### config.mk
export PLATFORM = sky130hd
export DESIGN_NAME = ist_cmp
export DESIGN_NICKNAME = d
export VERILOG_FILES = /design/src/design/ist_pkg.sv /design/src/design/ist_cmp.sv
export SDC_FILE = /design/constraint.sdc
export NUM_CORES = 1
export LEC_CHECK = 0
export BUFFER_PORTS_ARGS = -buffer_cell sky130_fd_sc_hd__buf_2
export CAP_MARGIN = 10
export CORE_ASPECT_RATIO = 2
export CORE_MARGIN = 3
export CORE_UTILIZATION = 47
export DETAILED_ROUTE_END_ITERATION = 10
export GPL_TIMING_DRIVEN = 1
export PLACE_DENSITY = 0.79
export SLEW_MARGIN = 0
export SYNTH_ARGS = -nofsm -noshare
export SYNTH_HDL_FRONTEND = slang
export SYNTH_SLANG_ARGS = --single-unit
### constraint.sdc
create_clock -name vclk -period 3.1
set_clock_uncertainty 0.2 [all_clocks]
set_input_delay 0.31 -clock vclk [all_inputs]
set_output_delay 0.31 -clock vclk [all_outputs]
set_load 0.005 [all_outputs]
### src/design/ist_pkg.sv
// ---------------------------------------------------------------------------
// ist_pkg
// Types and codes shared by the interval set table modules.
// ---------------------------------------------------------------------------
package ist_pkg;

  // Command codes.
  localparam logic [1:0] CMD_ADD    = 2'd0;
  localparam logic [1:0] CMD_REMOVE = 2'd1;
  localparam logic [1:0] CMD_READ   = 2'd2;
  localparam logic [1:0] CMD_CLEAR  = 2'd3;

  // Status codes.
  localparam logic [1:0] ST_OK    = 2'd0;
  localparam logic [1:0] ST_FULL  = 2'd1;
  localparam logic [1:0] ST_EMPTY = 2'd2;

  // One stored interval [lo, hi), both signed two's complement.
  typedef struct packed {
    logic [63:0] lo;
    logic [63:0] hi;
  } entry_t;

  // Signed compares of one stored entry against the working interval.
  typedef struct packed {
    logic hi_lt_start;
    logic end_lt_lo;
    logic start_lt_lo;
    logic hi_lt_end;
    logic lo_lt_end;
    logic start_lt_hi;
  } cmp_t;

endpackage

### src/design/ist_cmp.sv
// ---------------------------------------------------------------------------
// ist_cmp
// Shared compare unit: relates one stored entry to the working interval.
// ---------------------------------------------------------------------------
module ist_cmp (
  input  ist_pkg::entry_t entry,
  input  logic [63:0]     lo,
  input  logic [63:0]     hi,
  output ist_pkg::cmp_t   res
);

  assign res.hi_lt_start = $signed(hi) < $signed(entry.lo);
  assign res.end_lt_lo   = $signed(entry.hi) < $signed(lo);
  assign res.start_lt_lo = $signed(entry.lo) < $signed(lo);
  assign res.hi_lt_end   = $signed(hi) < $signed(entry.hi);
  assign res.lo_lt_end   = $signed(lo) < $signed(entry.hi);
  assign res.start_lt_hi = $signed(entry.lo) < $signed(hi);

endmodule

After elaboration in Yosys (flattened, before gate mapping). Cells that the tools add are included.

$add $sub $neg: 0. Multiply operators: 0. Divide/modulo/power cells: 0. Magnitude comparators: 6. Equality and inequality tests: 0. Shifts and indexed selects: 0. Multiplexer cells: 0. Bitwise logic cells: 0. Reduce and logical (&&, ||, !) cells: 0.

Operators with widths (number): less-than comparator 64 bit (6).

Register bits: 0. Bits in latches: 0. Bits in writable memories: 0. Bits in read-only memories: 0. Bits of input ports: 256. Output and inout port bits: 6. Word-level logic and storage cells: 6. Memories: 0.

Longest topological paths before layout. Gate-level depths: netlist of run 1.

Depth after elaboration: 1. Gate-level depth with buffers: 9. Mapped depth without buffers: 9.

Least setup slack after synthesis of run 1. OpenSTA, ideal clock, no wires.

Path type: input -> output. Start point: in hi[42]. End point: out res[5] (netlist bit). Data arrival time: 2.095 ns. Data required time: 2.590 ns. Setup slack: 0.495 ns. Cell stages on the path: 9. Path buffers: 0. Cells stage by stage: inv_1 ha_1 nand4_2 or4_4 nor4_4 nand2_1 o211a_1 and4_4 o21a_1.

RTL lines: start: declaration (RTL line ist_cmp.sv:8) `input logic [63:0] hi,`; end: declaration (RTL line ist_cmp.sv:9) `output ist_pkg::cmp_t res`.

==> impl_metrics.yaml, run 1 <==
run_status:
  status: "complete, no violations"
worst_setup_path:
  worstSetupEndpointType: "output pin"
  cp_max_fo: 3
  crit_family: "simple AND/OR/NAND/NOR gates"
  path_common_cell: "buf_2"
  cpPeakStageDelay_ns: 0.49
  critical_path_arrival_ns: 2.57
  worstPathCellList: "buf_2 > ha_4 > nand4_1 > or4_4 > nor4_4 > nand2_1 > o211a_1 > and4_4 > o21a_1 > buf_2"
  worstPathRequired_ns: 2.59
  worst_setup_path_start_kind: "input pin"
  critPathSlowestCell: "or4_4"
  critPathBufInv: 2
  crit_type: "input pin to output pin"
floorplan:
  start_util: 0.4805
  die_area_um2: 14790
  row_count: 59
  core_area_um2: 12990
  io_pins: 262
  chipWidth_um: 87.50
  dieHeight_um: 169.0
yosys:
  synthDominantCellAreaShare: 0.5090
  ys_warn_count: 0
  syn_area_um2: 6243
  syn_avg_cell_area_um2: 7.302
  synth_cell_types: 48
  synth_nets: 1365
  synth_top_area_cell: "ha_1"
  ys_seq_area_frac: 0
  postSynthCellCount: 855
  ys_top_cells_by_area: "ha_1 51%, inv_1 12%, a21oi_1 7.2%"
power_and_ir_drop:
  p_int_uw: 517.3
  clkPwrFrac: 0
  combPwrFrac: 1.000
  swShare: 0.5355
  p_seq_frac: 0
  power.density_nw_per_um2: 135.1
  peakVddDrop_v: 0.00008364
  power_leakage_uw: 0.004910
  p_sw_uw: 596.5
sta:
  finalHoldViolCount: 0
  finalSetupViolations: 0
  report.final.slew_viol_count: 0
  setup_slack_ns: 0.01719
  rsz0062_at_grt: "yes"
  period_minus_slack_ns: 3.083
  clock.fmax_mhz: 324.4
  maxSlewHeadroom: 0.6584
  min_period_over_period: 0.9945
  worstMarginPinSlew_ns: 0.5071
final_layout:
  n_antenna_cell: 0
  multi_input_area_um2: 5737
  clkbuf_count: 0
  fin_util: 0.6345
  ff_latch_area_um2: 0
  area_delta_synth_final_pct: 32.04
  drive_above_1_share: 0.2843
  fill_cells: 1217
  design.seq.count: 0
  final_net_count: 1641
global_route:
  grt_pass1_wl_um: 33620
  antenna_found_initial: 1
  grt-ovfl-total: 0
  track_usage: 0.2921
  grt_max_degree: 5
  grt_pass1_vias: 7544
drt:
  final_antenna_net_count: 0
  vias: 7326
  dr.pass1.iters: 4
  first_iter_violations: 172
  drc: 0
  wirelength_um: 23400
  wl_per_cell_um: 18.26
  via_per_inst: 5.719
hold_path:
  hold_start: "hi[63]"
  hold_end: "res[2]"
  min_path_cells: 4
  hold_path.class: "input pin to output pin"
placement:
  place_ws_ns: -0.03846
  place_hpwl_um: 21370
  finalWeightedCongestion: 1.025
  io_buffers: 262
clock_network:
  hold_buffers: 0
run:
  max_cap_violations: 0
## through the flow
| stage | instances | TNS, ns | hold slack (ns) | total power, uW | area, um^2 |
|---|---|---|---|---|---|
| floorplan | 855 | 0 | 0.6289 | 583.2 | 6243 |
| global placement | 1276 | 0 | 0.8811 | 1002 | 7797 |
| detailed placement | 1276 | -0.03846 | 0.8750 | 1027 | 7797 |
| CTS | 1276 | 0 | 0.8761 | 1033 | 7799 |
| global route | 1281 | -0.1027 | 0.9005 | 1256 | 8244 |
| finish | 1281 | 0 | 0.8850 | 1114 | 8244 |
## metal layers
metal / part of all wire / wire, um / GRT usage
met2: 0.57 / 13250 / 0.6094
met5: 0.00047 / 11 / 0
met3: 0.053 / 1240 / 0.03020
met4: 0.091 / 2133 / 0.2111
met1: 0.29 / 6757 / 0.2254
## repair_timing
| item | 4_1_cts | 5_1_grt |
|---|---|---|
| setup endpoints to repair | 1 | 5 |
| resized for setup | 1 | 81 |
| setup buffers | 0 | 5 |
| pin swaps | 0 | 22 |
| gates cloned | 0 | 0 |
| endpoints found under the hold margin | 0 | 0 |
## worst max-delay path by stage
| stage | startpoint | endpoint | slack [ns] | depth (start not counted) |
|---|---|---|---|---|
| after global placement | hi[42] | res[5] | 0.12 | 11 |
| after CTS | lo[59] | res[3] | 0.007 | 10 |
| after detailed placement | lo[59] | res[3] | -0.04 | 10 |
| final | entry[97] | res[5] | 0.02 | 10 |
| after global routing | hi[46] | res[5] | -0.09 | 11 |
| after floorplan | hi[42] | res[5] | 0.49 | 9 |
## cells by family after synthesis
| logic type | after synthesis | synth area share |
|---|---|---|
| adder cells (fa/ha/maj) | 254 | 0.5090 |
| AND/OR/NAND/NOR | 204 | 0.1756 |
| AO/OA/AOI/OAI | 198 | 0.1940 |
| buffers and inverters | 197 | 0.1184 |
| XOR/XNOR | 1 | 0.001403 |
| multiplexers | 1 | 0.001603 |
## cells in the mapped netlist (3+ instances only)
library cell,count
ha_1,254
inv_1,197
a21oi_1,90
nand2_1,55
nand4_1,48
nand3_1,28
o21ai_0,25
a21o_1,24
nor2_1,23
a211oi_1,14
nor3_1,14
nor4_1,8
nor2b_1,7
a221oi_1,6
o21ai_1,6
o211ai_1,5
o21a_1,4
a2111oi_0,3
a31oi_1,3
nand2b_1,3
nand4_2,3
or2_2,3
## power by group through the flow
stage	logic (uW)	clock network, uW	registers (uW)
3_3_place_gp	1000	0	0
5_1_grt	1260	0	0
2_1_floorplan	583	0	0
6_report	1110	0	0
4_1_cts	1030	0	0
3_5_place_dp	1030	0	0
## cell usage in the layout (no fill, tap or decap), types with 3 or more instances in the layout
cell type	synthesis	routed
buf_8	0	3
inv_2	0	11
ha_4	0	15
or2_2	3	3
a21oi_1	90	90
a21o_1	24	24
nand4_1	48	48
nand2_1	55	55
o21a_1	4	4
nor2b_1	7	7
ha_1	254	239
a211oi_1	14	14
buf_2	0	237
a221oi_1	6	6
nand2b_1	3	3
o21ai_1	6	6
buf_6	0	21
nand3_1	28	27
nor3_1	14	14
o211ai_1	5	5
buf_4	0	13
nor2_1	23	23
o21ai_0	25	25
inv_4	0	5
inv_1	197	181
nor4_1	8	7
## area by class of cell
class	count	area share
Inverter	197	0.09121
Multi-Input combinational cell	658	0.6959
Tap cell	152	0.02307
Timing Repair Buffer	274	0.1899
Power figures use the tool's default switching activity.
==> run 2: changes to the inputs <==
--- a/config.mk
+++ b/config.mk
@@ -12,7 +12,7 @@
 export CORE_UTILIZATION = 47
 export DETAILED_ROUTE_END_ITERATION = 10
 export GPL_TIMING_DRIVEN = 1
-export PLACE_DENSITY = 0.79
+export PLACE_DENSITY = 0.8
 export SLEW_MARGIN = 0
 export SYNTH_ARGS = -nofsm -noshare
 export SYNTH_HDL_FRONTEND = slang
==> run 2 against run 1 <==
Critical path depth rose by 1. Power is 0.80% lower. Worst setup slack improved by 0.0026 ns. Cell count is essentially flat. First-iteration DRC count increased by 8.1%. Combinational power barely moved. Flip-flop and latch count stayed put. Hold slack improved by 0.014 ns.
==> impl_metrics.yaml, run 2 (synthesis gave the netlist of run 1 again) <==
sta:
  min_period_over_period: 0.9936
  setup_slack_ns: 0.01978
  clock.fmax_mhz: 324.7
  finalHoldViolCount: 0
  report.final.slew_viol_count: 0
  fin_tns_setup_ns: 0
  worstMarginPinSlew_ns: 0.5331
  finalSetupViolations: 0
  maxSlewHeadroom: 0.6354
  period_minus_slack_ns: 3.080
  rsz0062_at_grt: "yes"
clock_network:
  hold_buffers: 0
worst_setup_path:
  crit_type: "input pin to output pin"
  crit_start: "hi[46]"
  critical_path_arrival_ns: 2.57
  worst_setup_path_start_kind: "input pin"
  worstSetupEndpointType: "output pin"
  cp_max_fo: 3
  worstPathRequired_ns: 2.59
floorplan:
  dieHeight_um: 169.0
  row_count: 59
  core_area_um2: 12990
  io_pins: 262
  chipWidth_um: 87.50
  start_util: 0.4805
  die_area_um2: 14790
power_and_ir_drop:
  clkPwrFrac: 0
  power_leakage_uw: 0.004878
  p_seq_frac: 0
  power.density_nw_per_um2: 135.8
  p_sw_uw: 599.5
  peakVddDrop_v: 0.00006957
  p_int_uw: 505.4
  swShare: 0.5426
  combPwrFrac: 1.000
drt:
  top_layer: "met4"
  wl_met1_um: 6984
  dr.pass1.iters: 4
  wl_met3_um: 1193
  final_antenna_net_count: 0
  wirelength_um: 23810
  vias: 7429
  first_iter_violations: 186
  wl_met2_um: 13370
  via_per_inst: 5.804
  drc: 0
  wl_per_cell_um: 18.60
final_layout:
  fin_area_um2: 8139
  fill_cells: 1226
  design.seq.count: 0
  drive_above_1_share: 0.2789
  clkbuf_count: 0
  area_delta_synth_final_pct: 30.36
  final_net_count: 1638
  ff_latch_area_um2: 0
  layout_common_cells: "246 x buf_2, 240 x ha_1, 182 x inv_1, 90 x a21oi_1, 55 x nand2_1"
  fin_util: 0.6264
  final_common_cell: "buf_2"
global_route:
  grt_max_degree: 5
  grt_pass1_vias: 7714
  grt_pass1_wl_um: 34680
  grt-ovfl-total: 0
  track_usage: 0.3014
  antenna_found_initial: 2
run:
  max_cap_violations: 0
placement:
  placed_cell_area_um2: 7790
  place_hpwl_um: 21690
  place_ws_ns: -0.04417
  finalWeightedCongestion: 0.9572
  io_buffers: 262
run_status:
  status: "complete, no violations"
hold_path:
  hold_path.class: "input pin to output pin"
  hold_start: "hi[63]"
[run 2: cell type report]
type / count / area [um^2] / share of cell area
well taps: 152 / 190.2 / 0.02337
repair buffers: 271 / 1486 / 0.1826
inverters: 197 / 744.5 / 0.09147
multi-input cells: 658 / 5713 / 0.7019
diodes: 2 / 5.005 / 0.0006149
[run 2: metrics by stage]
step,hold slack (ns),power [uW],std cells
floorplan,0.6289,583.2,855
global placement,0.8725,1001,1275
detailed placement,0.8945,1029,1275
CTS,0.8973,1035,1275
global route,0.9260,1241,1280
finish,0.8991,1105,1280
[run 2: per-layer routing]
metal / GRT usage / vias to the layer above
met5: 0 / -
met4: 0.2224 / 0
met3: 0.03264 / 120
met2: 0.6239 / 321
met1: 0.2342 / 3358
li1: - / 3630
[run 2: critical path, stage by stage]
cell     delay [ns]
buf_8          0.08
inv_4          0.03
ha_4           0.27
nand4_4        0.12
or4_4          0.57
nor4_4         0.37
nand2_1        0.09
o211a_1        0.27
and4_4         0.16
o21a_1         0.17
buf_2          0.12
[run 2: final timing paths]
path,endpoint,slack [ns],cells past startpoint
worst min-delay path,res[2],0.90,4
worst max-delay path,res[5],0.02,11
[run 2: power groups by stage]
stage	clock network, uW	logic (uW)	registers, uW
final	0.0000863	1100	0
after global placement	0	1000	0
after detailed placement	0	1030	0
after CTS	0	1040	0
after floorplan	0	583	0
after global routing	0.0000862	1240	0
[run 2: what timing repair did]
item                       4_1_cts  5_1_grt
setup endpoints to repair        1        3
hold endpoints to repair         0        0
pin swaps                        0       19
setup buffers                    0        3
gates resized for setup          1       62
